**config.mk**
```make
export PLATFORM = sky130hd
export DESIGN_NAME = sorted_priority_deque
export DESIGN_NICKNAME = d
export VERILOG_FILES = /design/src/spd_pkg.sv /design/src/spd_ctrl.sv /design/src/spd_datapath.sv /design/src/sorted_priority_deque.sv
export VERILOG_INCLUDE_DIRS = /design/src /design/src/src
export SDC_FILE = /design/constraint.sdc
export NUM_CORES = 2
export LEC_CHECK = 0
export CAP_MARGIN = 10
export CORE_ASPECT_RATIO = 0.7
export CORE_MARGIN = 5
export CORE_UTILIZATION = 57
export CTS_CLUSTER_SIZE = 10
export DETAILED_ROUTE_END_ITERATION = 6
export DONT_BUFFER_PORTS = 1
export GPL_ROUTABILITY_DRIVEN = 1
export PLACE_DENSITY = 0.83
export SYNTH_ARGS = -nofsm -noshare
export SYNTH_HDL_FRONTEND = slang
export SYNTH_SLANG_ARGS = --single-unit
```
**constraint.sdc**
```tcl
create_clock -name clk -period 14.9 [get_ports clk]
set_clock_uncertainty 0.2 [all_clocks]
set_input_delay 0.745 -clock clk [delete_from_list [all_inputs] [get_ports clk]]
set_output_delay 0.745 -clock clk [all_outputs]
set_load 0.02 [all_outputs]
```
**src/assert_macros.svh**
```systemverilog
// Assertion macros shared by the RTL of the sorted priority deque.
// Each macro expects signals named clk and arst_n in the module that uses it.
`ifndef ASSERT_MACROS_SVH
`define ASSERT_MACROS_SVH

// A property that must hold at every clock edge outside reset.
`define SPD_ASSERT(label, prop, msg) \
	label: assert property (@(posedge clk) disable iff (!arst_n) (prop)) else $error(msg);

// A condition that must be followed by a consequence in the next cycle.
`define SPD_ASSERT_NEXT(label, ante, cons, msg) \
	label: assert property (@(posedge clk) disable iff (!arst_n) (ante) |=> (cons)) else $error(msg);

`endif

```
**src/spd_pkg.sv**
```systemverilog
// Package for the sorted priority deque: codes, entry layout and the
// command/status structs between controller and datapath. No dependencies.
package spd_pkg;

	localparam int DEPTH_DEF = 16;

	// Command codes carried on the cmd port.
	typedef enum logic [1:0] {
		CMD_INSERT    = 2'd0,
		CMD_POP_FRONT = 2'd1,
		CMD_POP_BACK  = 2'd2,
		CMD_SEARCH    = 2'd3
	} cmd_t;

	// Status codes returned with every result.
	typedef enum logic [1:0] {
		ST_OK        = 2'd0,
		ST_EMPTY     = 2'd1,
		ST_FULL      = 2'd2,
		ST_NOT_FOUND = 2'd3
	} sts_t;

	// One stored job.
	typedef struct packed {
		logic [15:0] id;
		logic [7:0]  jtype;
		logic [7:0]  prio;
		logic [15:0] jtime;
	} entry_t;

	// Datapath operations issued by the controller.
	typedef enum logic [3:0] {
		OP_NONE,
		OP_LOAD,
		OP_INSERT,
		OP_REJECT,
		OP_EMPTY,
		OP_POP_FRONT,
		OP_SCAN_INIT,
		OP_ROTATE,
		OP_SEARCH_END
	} op_t;

	// Controller states.
	typedef enum logic [1:0] {
		S_IDLE,
		S_EXEC,
		S_SCAN
	} state_t;

	typedef struct packed {
		op_t op;
	} ctrl_t;

	typedef struct packed {
		cmd_t cmd;
		logic empty;
		logic full;
		logic rem_zero;
	} stat_t;

endpackage

```
**src/spd_ctrl.sv**
```systemverilog
// Controller of the sorted priority deque: sequences each command as
// datapath operations. Depends on spd_pkg.
module spd_ctrl (
	input  logic           clk,
	input  logic           arst_n,
	input  logic           start,
	input  spd_pkg::stat_t stat,
	output spd_pkg::ctrl_t ctrl,
	output logic           busy
);

	spd_pkg::state_t state_q;
	spd_pkg::state_t state_d;

	// State register.
	always_ff @(posedge clk or negedge arst_n) begin
		if (!arst_n) begin
			state_q <= spd_pkg::S_IDLE;
		end else begin
			state_q <= state_d;
		end
	end

	// Next state and datapath operation.
	always_comb begin
		state_d = state_q;
		ctrl.op = spd_pkg::OP_NONE;
		busy    = 1'b1;
		case (state_q)
			spd_pkg::S_IDLE: begin
				busy = 1'b0;
				if (start) begin
					ctrl.op = spd_pkg::OP_LOAD;
					state_d = spd_pkg::S_EXEC;
				end
			end
			spd_pkg::S_EXEC: begin
				state_d = spd_pkg::S_IDLE;
				case (stat.cmd)
					spd_pkg::CMD_INSERT: begin
						ctrl.op = stat.full ? spd_pkg::OP_REJECT : spd_pkg::OP_INSERT;
					end
					spd_pkg::CMD_POP_FRONT: begin
						ctrl.op = stat.empty ? spd_pkg::OP_EMPTY : spd_pkg::OP_POP_FRONT;
					end
					spd_pkg::CMD_POP_BACK: begin
						if (stat.empty) begin
							ctrl.op = spd_pkg::OP_EMPTY;
						end else begin
							ctrl.op = spd_pkg::OP_SCAN_INIT;
							state_d = spd_pkg::S_SCAN;
						end
					end
					default: begin
						ctrl.op = spd_pkg::OP_SCAN_INIT;
						state_d = spd_pkg::S_SCAN;
					end
				endcase
			end
			spd_pkg::S_SCAN: begin
				if (stat.rem_zero) begin
					state_d = spd_pkg::S_IDLE;
					if (stat.cmd == spd_pkg::CMD_POP_BACK) begin
						ctrl.op = spd_pkg::OP_POP_FRONT;
					end else begin
						ctrl.op = spd_pkg::OP_SEARCH_END;
					end
				end else begin
					ctrl.op = spd_pkg::OP_ROTATE;
				end
			end
			default: begin
				state_d = spd_pkg::S_IDLE;
			end
		endcase
	end

endmodule

```
**src/spd_datapath.sv**
```systemverilog
// Datapath of the sorted priority deque: the sorted row of entry cells,
// the fill count, the scan counter and the result registers.
// Depends on spd_pkg and assert_macros.svh.
`include "assert_macros.svh"

module spd_datapath #(
	parameter int DEPTH = spd_pkg::DEPTH_DEF
) (
	input  logic           clk,
	input  logic           arst_n,
	input  spd_pkg::ctrl_t ctrl,
	output spd_pkg::stat_t stat,
	input  logic [1:0]     cmd,
	input  logic [15:0]    job_id,
	input  logic [7:0]     job_type,
	input  logic [7:0]     job_prio,
	input  logic [15:0]    job_time,
	output logic           done,
	output logic [1:0]     status,
	output logic [15:0]    out_id,
	output logic [7:0]     out_type,
	output logic [7:0]     out_priority,
	output logic [15:0]    out_time,
	output logic [4:0]     occupancy
);

	localparam int CW = $clog2(DEPTH + 1);

	spd_pkg::entry_t cells_q [DEPTH];
	spd_pkg::entry_t cells_d [DEPTH];
	logic [DEPTH-1:0] gt;

	spd_pkg::cmd_t   cmd_q;
	spd_pkg::entry_t job_q;
	spd_pkg::entry_t hit_q;
	logic            found_q;
	logic [CW-1:0]   count_q;
	logic [CW-1:0]   count_d;
	logic [CW-1:0]   rem_q;
	logic [CW+4:0]   occ_ext;

	logic            done_q;
	spd_pkg::sts_t   status_q;
	spd_pkg::entry_t res_q;
	logic [4:0]      occupancy_q;

	// Status towards the controller.
	assign stat.cmd      = cmd_q;
	assign stat.empty    = (count_q == '0);
	assign stat.full     = (count_q == CW'(DEPTH));
	assign stat.rem_zero = (rem_q == '0);

	// Each cell picks its next value from its neighbours. An insert lands
	// at the first cell whose priority is larger or which is unused; the
	// cells behind it move back by one. A rotation moves the used part of
	// the row forward by one and wraps the front cell to the tail.
	for (genvar i = 0; i < DEPTH; i++) begin : g_cell
		localparam logic [CW-1:0] IDX = CW'(i);
		localparam logic [CW-1:0] NXT = CW'(i + 1);
		spd_pkg::entry_t prev_e;
		spd_pkg::entry_t next_e;
		logic            gt_prev;

		assign gt[i] = !((IDX < count_q) && (cells_q[i].prio <= job_q.prio));

		if (i == 0) begin : g_first
			assign prev_e  = job_q;
			assign gt_prev = 1'b1;
		end else begin : g_inner
			assign prev_e  = cells_q[i-1];
			assign gt_prev = gt[i-1];
		end

		if (i == DEPTH - 1) begin : g_last
			assign next_e = cells_q[i];
		end else begin : g_body
			assign next_e = cells_q[i+1];
		end

		always_comb begin
			cells_d[i] = cells_q[i];
			case (ctrl.op)
				spd_pkg::OP_INSERT: begin
					if (gt[i]) begin
						cells_d[i] = gt_prev ? prev_e : job_q;
					end
				end
				spd_pkg::OP_POP_FRONT: begin
					cells_d[i] = next_e;
				end
				spd_pkg::OP_ROTATE: begin
					if (NXT < count_q) begin
						cells_d[i] = next_e;
					end else if (NXT == count_q) begin
						cells_d[i] = cells_q[0];
					end
				end
				default: begin
				end
			endcase
		end
	end

	// Cell row storage.
	always_ff @(posedge clk) begin
		for (int k = 0; k < DEPTH; k++) begin
			cells_q[k] <= cells_d[k];
		end
	end

	// Fill count after the current operation.
	always_comb begin
		count_d = count_q;
		case (ctrl.op)
			spd_pkg::OP_INSERT:    count_d = count_q + 1'b1;
			spd_pkg::OP_POP_FRONT: count_d = count_q - 1'b1;
			default:               count_d = count_q;
		endcase
	end

	assign occ_ext = {5'd0, count_d};

	// Control registers: fill count, scan counter, match flag, strobe.
	always_ff @(posedge clk or negedge arst_n) begin
		if (!arst_n) begin
			count_q <= '0;
			rem_q   <= '0;
			found_q <= 1'b0;
			done_q  <= 1'b0;
		end else begin
			count_q <= count_d;
			done_q  <= 1'b0;
			case (ctrl.op)
				spd_pkg::OP_SCAN_INIT: begin
					rem_q   <= (cmd_q == spd_pkg::CMD_POP_BACK) ? count_q - 1'b1 : count_q;
					found_q <= 1'b0;
				end
				spd_pkg::OP_ROTATE: begin
					rem_q <= rem_q - 1'b1;
					if ((cmd_q == spd_pkg::CMD_SEARCH) && !found_q &&
					    (cells_q[0].id == job_q.id)) begin
						found_q <= 1'b1;
					end
				end
				spd_pkg::OP_INSERT, spd_pkg::OP_REJECT, spd_pkg::OP_EMPTY,
				spd_pkg::OP_POP_FRONT, spd_pkg::OP_SEARCH_END: begin
					done_q <= 1'b1;
				end
				default: begin
				end
			endcase
		end
	end

	// Command latch, search hit and result payload.
	always_ff @(posedge clk) begin
		case (ctrl.op)
			spd_pkg::OP_LOAD: begin
				cmd_q       <= spd_pkg::cmd_t'(cmd);
				job_q.id    <= job_id;
				job_q.jtype <= job_type;
				job_q.prio  <= job_prio;
				job_q.jtime <= job_time;
			end
			spd_pkg::OP_ROTATE: begin
				if ((cmd_q == spd_pkg::CMD_SEARCH) && !found_q &&
				    (cells_q[0].id == job_q.id)) begin
					hit_q <= cells_q[0];
				end
			end
			spd_pkg::OP_INSERT: begin
				status_q    <= spd_pkg::ST_OK;
				res_q       <= '0;
				occupancy_q <= occ_ext[4:0];
			end
			spd_pkg::OP_REJECT: begin
				status_q    <= spd_pkg::ST_FULL;
				res_q       <= '0;
				occupancy_q <= occ_ext[4:0];
			end
			spd_pkg::OP_EMPTY: begin
				status_q    <= spd_pkg::ST_EMPTY;
				res_q       <= '0;
				occupancy_q <= occ_ext[4:0];
			end
			spd_pkg::OP_POP_FRONT: begin
				status_q    <= spd_pkg::ST_OK;
				res_q       <= cells_q[0];
				occupancy_q <= occ_ext[4:0];
			end
			spd_pkg::OP_SEARCH_END: begin
				status_q    <= found_q ? spd_pkg::ST_OK : spd_pkg::ST_NOT_FOUND;
				res_q       <= found_q ? hit_q : '0;
				occupancy_q <= occ_ext[4:0];
			end
			default: begin
			end
		endcase
	end

	assign done         = done_q;
	assign status       = status_q;
	assign out_id       = res_q.id;
	assign out_type     = res_q.jtype;
	assign out_priority = res_q.prio;
	assign out_time     = res_q.jtime;
	assign occupancy    = occupancy_q;

	// Checks on the fill count, the scan counter and the result strobe.
	`SPD_ASSERT(a_count_bound, count_q <= CW'(DEPTH), "fill count beyond depth")
	`SPD_ASSERT(a_no_insert_full, (ctrl.op == spd_pkg::OP_INSERT) |-> !stat.full, "insert when full")
	`SPD_ASSERT(a_rotate_rem, (ctrl.op == spd_pkg::OP_ROTATE) |-> !stat.rem_zero, "rotate past end")
	`SPD_ASSERT_NEXT(a_insert_count, ctrl.op == spd_pkg::OP_INSERT, count_q == CW'($past(count_q) + 1'b1), "insert count")
	`SPD_ASSERT_NEXT(a_done_pulse, done_q, !done_q, "result strobe longer than one cycle")

endmodule

```
**src/sorted_priority_deque.sv**
```systemverilog
// Top level of the sorted priority deque: controller plus datapath.
// Depends on spd_pkg, spd_ctrl and spd_datapath.
//
//  channel   handshake          payload
//  command   start, busy        cmd, job_id, job_type, job_prio, job_time
//  result    done (one cycle)   status, out_id, out_type, out_priority, out_time, occupancy
//
// A command is taken when start is high and busy is low; busy stays high
// until the result strobe is raised, and a new command may be taken in
// that strobe cycle. Insert and pop front need no scan; pop back and
// search rotate the cell row one place per cycle. Reset clears the fill
// count; no clearing pass.
module sorted_priority_deque #(
	parameter int DEPTH = spd_pkg::DEPTH_DEF
) (
	input  logic        clk,
	input  logic        arst_n,
	input  logic        start,
	output logic        busy,
	input  logic [1:0]  cmd,
	input  logic [15:0] job_id,
	input  logic [7:0]  job_type,
	input  logic [7:0]  job_prio,
	input  logic [15:0] job_time,
	output logic        done,
	output logic [1:0]  status,
	output logic [15:0] out_id,
	output logic [7:0]  out_type,
	output logic [7:0]  out_priority,
	output logic [15:0] out_time,
	output logic [4:0]  occupancy
);

	spd_pkg::ctrl_t ctrl;
	spd_pkg::stat_t stat;

	// Command sequencer.
	spd_ctrl u_ctrl (
		.clk    (clk),
		.arst_n (arst_n),
		.start  (start),
		.stat   (stat),
		.ctrl   (ctrl),
		.busy   (busy)
	);

	// Cell row and result registers.
	spd_datapath #(
		.DEPTH (DEPTH)
	) u_datapath (
		.clk          (clk),
		.arst_n       (arst_n),
		.ctrl         (ctrl),
		.stat         (stat),
		.cmd          (cmd),
		.job_id       (job_id),
		.job_type     (job_type),
		.job_prio     (job_prio),
		.job_time     (job_time),
		.done         (done),
		.status       (status),
		.out_id       (out_id),
		.out_type     (out_type),
		.out_priority (out_priority),
		.out_time     (out_time),
		.occupancy    (occupancy)
	);

endmodule

```
==> results.yml <==
logic_synthesis:
  post_synth_inst_count: 4690
  synth.top_cell.area_share: 0.5192
  ys_top_cells_by_area: "edfxtp_1, mux2i_1, a221oi_1, a21oi_1, ha_1"
  synth_enable_flop_cells: 921
  synth_cell_type_count: 60
  yosys-top-cells-count: "edfxtp_1, a21oi_1, mux2i_1, a221oi_1, clkbuf_1"
  synth_seq_cells: 935
  synth_sequential_area_ratio: 0.5257
  async_flop_share: 0.01497
  yosysTopAreaCell: "edfxtp_1"
  post_synth_instance_area_um2: 53270
  synth.net_count: 4878
  synth.most_common_cell: "edfxtp_1"
  synthFlopType: "edfxtp_1"
  synth.avg_cell_area_um2: 11.36
  ys_warn_count: 0
setup_path:
  criticalPathCategory: "register to register"
  cp_cell_sequence: "inv_1, ha_1, nor3b_1, mux2_2, nor2_1, nor2_4, buf_4, nor2_2, buf_4, a221oi_4, buf_4"
  path_max_fanout: 53
  crit_path_frequent_cell: "buf_4"
  critPathMaxStageDelay_ps: 1060
  cp_slowest_cell: "a221oi_4"
  cp-start-kind: "register"
  cp-end-kind: "register"
  timing.critical_path.arrival_ps: 5820
  cp_data_required_time_ps: 15040
  cpLargestDelayFamily: "buffers and inverters"
  cp_num_buf_inv: 4
sta:
  final-setup-viol-count: 0
  finalHoldViolations: 0
  finalCritPeriodShare: 0.3815
  tightest_slew_ps: 1451
  max_freq_mhz: 175.9
  setup_tns_ps: 0
  timing.max_slew.rel_slack: 0.03281
  min_period_ps: 5685
  unrepaired_setup_endpoints_after_global_routing: "false"
  timing.final.max_slew_violations: 0
route:
  vias_after_detailed_routing: 43121
  route.detailed.drc: 13
  routed_wirelength_um: 177200
  wl_per_cell_um: 31.48
  detailedRoute.firstIterationViolations: 8335
  firstDrtPassIters: 7
  route.antenna.remaining_nets: 0
  post_dr_vias_cell: 7.659
cells_and_area:
  flow.area_growth_from_synthesis_pct: 7.197
  final_layout_size_suffix_gt1_frac: 0.06787
  nets: 4557
  finish.utilization: 0.6181
global_routing:
  grt_first_pass_wirelength_um: 258600
  gr-usage-all-layers: 0.3383
  initial_antenna_violation_count: 3
  first_global_vias: 40342
  largest_net_degree_at_the_start_of_global_routing: 282
  overflow: 0
place:
  port_buffers: 0
  gp_congestion: 0.9920
  detailed_place_hpwl_um: 97590
die:
  initial_utilization: 0.5766
  die_width_um: 375.4
  rows: 93
  die_area_um2: 99770
  floorplan.core_area_um2: 92390
  die-height_um: 265.8
  ios: 110
pwr:
  net-switching-power_w: 0.003916
  power.share.clock: 0.227
  sw_ratio: 0.3830
  power.density_nw_per_um2: 179.0
  seqPwrFrac: 0.399
  power_leakage_nw: 20.13
  internal_power_w: 0.006308
  gate_power_share: 0.374
  vdd.ir_drop.worst_mv: 0.1870
status:
  failed_checks: "design-rule violations"
  status: "finished with violations"
clocking:
  h_tree_level_count: 3
  cts.root.buffer_cell: "clkbuf_16"
  clk_transition_reported_paths_ps: 60
  worst_skew_pair_later_pin_latency_ps: 720
  ctsLongestPathBuffers: 3
  numClockSinks: 935
  tritoncts: "done"
  cts_inserted_buffers: 104
  postCtsSetupBuffers: 0
  post_cts.resized_instances: 0
hold_path:
  worstHoldPathType: "register to register"
job:
  max_cap_viol_count: 0
-- flip-flops by register name, indices dropped and copies added, names as in the netlist --
register,count
u_datapath.cells_q,768
u_datapath.g_cell.prev_e,48
u_datapath.hit_q,48
u_datapath.out_id,16
u_datapath.out_time,16
u_datapath.out_priority,8
u_datapath.out_type,8
u_datapath.count_q,5
u_datapath.occupancy,5
u_datapath.rem_q,5
u_ctrl.state_q,2
u_datapath.cmd_q,2
u_datapath.status,2
u_datapath.done,1
u_datapath.found_q,1
-- timing repair --
action,4_1_cts,5_1_grt
hold buffers,52,0
hold endpoints to repair,65,0
setup endpoints to repair,0,0
-- cell usage in the layout (no fill, tap or decap), types with 4 or more instances in the layout --
| cell type | count |
|---|---|
| dlygate4sd3_1 | 52 |
| nor3_1 | 17 |
| a211oi_1 | 190 |
| dfrtp_1 | 14 |
| clkbuf_16 | 105 |
| buf_4 | 104 |
| a211oi_4 | 13 |
| a221oi_4 | 13 |
| mux2i_1 | 672 |
| diode_2 | 4 |
| a21o_1 | 17 |
| nor2_1 | 79 |
| nand2b_1 | 7 |
| ha_1 | 135 |
| edfxtp_1 | 921 |
| a22o_1 | 48 |
| a21oi_1 | 690 |
| nor2_4 | 14 |
| xor2_1 | 7 |
| clkbuf_1 | 15 |
| nand2_1 | 329 |
| o21ai_0 | 73 |
| buf_12 | 5 |
| nand3_1 | 21 |
| a221oi_1 | 431 |
| and3_2 | 4 |
| o221ai_1 | 49 |
| xnor2_1 | 17 |
| and3_1 | 143 |
| and2_2 | 4 |
| nor3_2 | 4 |
| inv_1 | 90 |
| o211ai_1 | 7 |
| nor2b_1 | 9 |
| o22ai_1 | 6 |
| nand4_1 | 23 |
-- area by class of cell --
cell class | instances | area, um^2
clock buffer | 120 | 2684
sequential | 935 | 28010
tap | 1235 | 1545
clock inverter | 8 | 123.9
antenna | 4 | 10.01
inverter | 91 | 341.6
timing repair buffer | 162 | 1416
multi-input combinational | 3075 | 22980
fill | 7038 | 35290
-- final timing paths --
check | startpoint | end | slack, ps | depth (start not counted)
min in group asynchronous | arst_n | u_datapath.found_q | 430 | 1
worst min-delay path | u_datapath.hit_q[28] | u_datapath.out_type[4] | 330 | 1
worst min register to register | u_datapath.hit_q[28] | u_datapath.out_type[4] | 330 | 1
worst max-delay path | u_datapath.count_q[0] | u_datapath.cells_q[1][273] | 9210 | 11
max in group asynchronous | arst_n | u_datapath.done | 13490 | 1
worst max register to register | u_datapath.count_q[0] | u_datapath.cells_q[1][273] | 9210 | 11
-- power by group through the flow --
stage          sequential (W)  combinational, W  clock [W]
3_3_place_gp          0.00407           0.00348          0
2_1_floorplan         0.00390           0.00267          0
3_5_place_dp          0.00408           0.00361          0
4_1_cts               0.00404           0.00364    0.00233
6_report              0.00408           0.00382    0.00233
5_1_grt               0.00410           0.00395    0.00244
-- through the flow --
step           instance area, um^2  power [W]  worst slack (ps)  std cells  hold WS, ps
2_1_floorplan                53270   0.006572              8083       4690        220.6
3_3_place_gp                 53750   0.007555              9492       5445        255.8
3_5_place_dp                 53750   0.007695              9317       5445        255.5
4_1_cts                      57080    0.01002              9294       5625        326.8
5_1_grt                      57090    0.01049              8863       5626        346.2
6_report                     57100    0.01022              9215       5630        328.2
-- cell families after synthesis --
group                    after synthesis  synth area share
flip-flops                           935            0.5257
AO/OA/AOI/OAI                       1562            0.1976
multiplexers                         674            0.1267
XOR/XNOR                              24          0.003946
adder cells (fa/ha/maj)              135           0.03171
buffers and inverters                680           0.05435
AND/OR/NAND/NOR                      680           0.06001
-- layer usage --
layer	track usage	vias to the layer above	routed length [um]
met1	0.4783	20574	66490
li1	-	17746	-
met4	0.1365	6	8233
met3	0.1390	627	31330
met2	0.4618	4168	71010
met5	0.008019	-	137
Note: power is estimated with default switching activity, not from simulation.
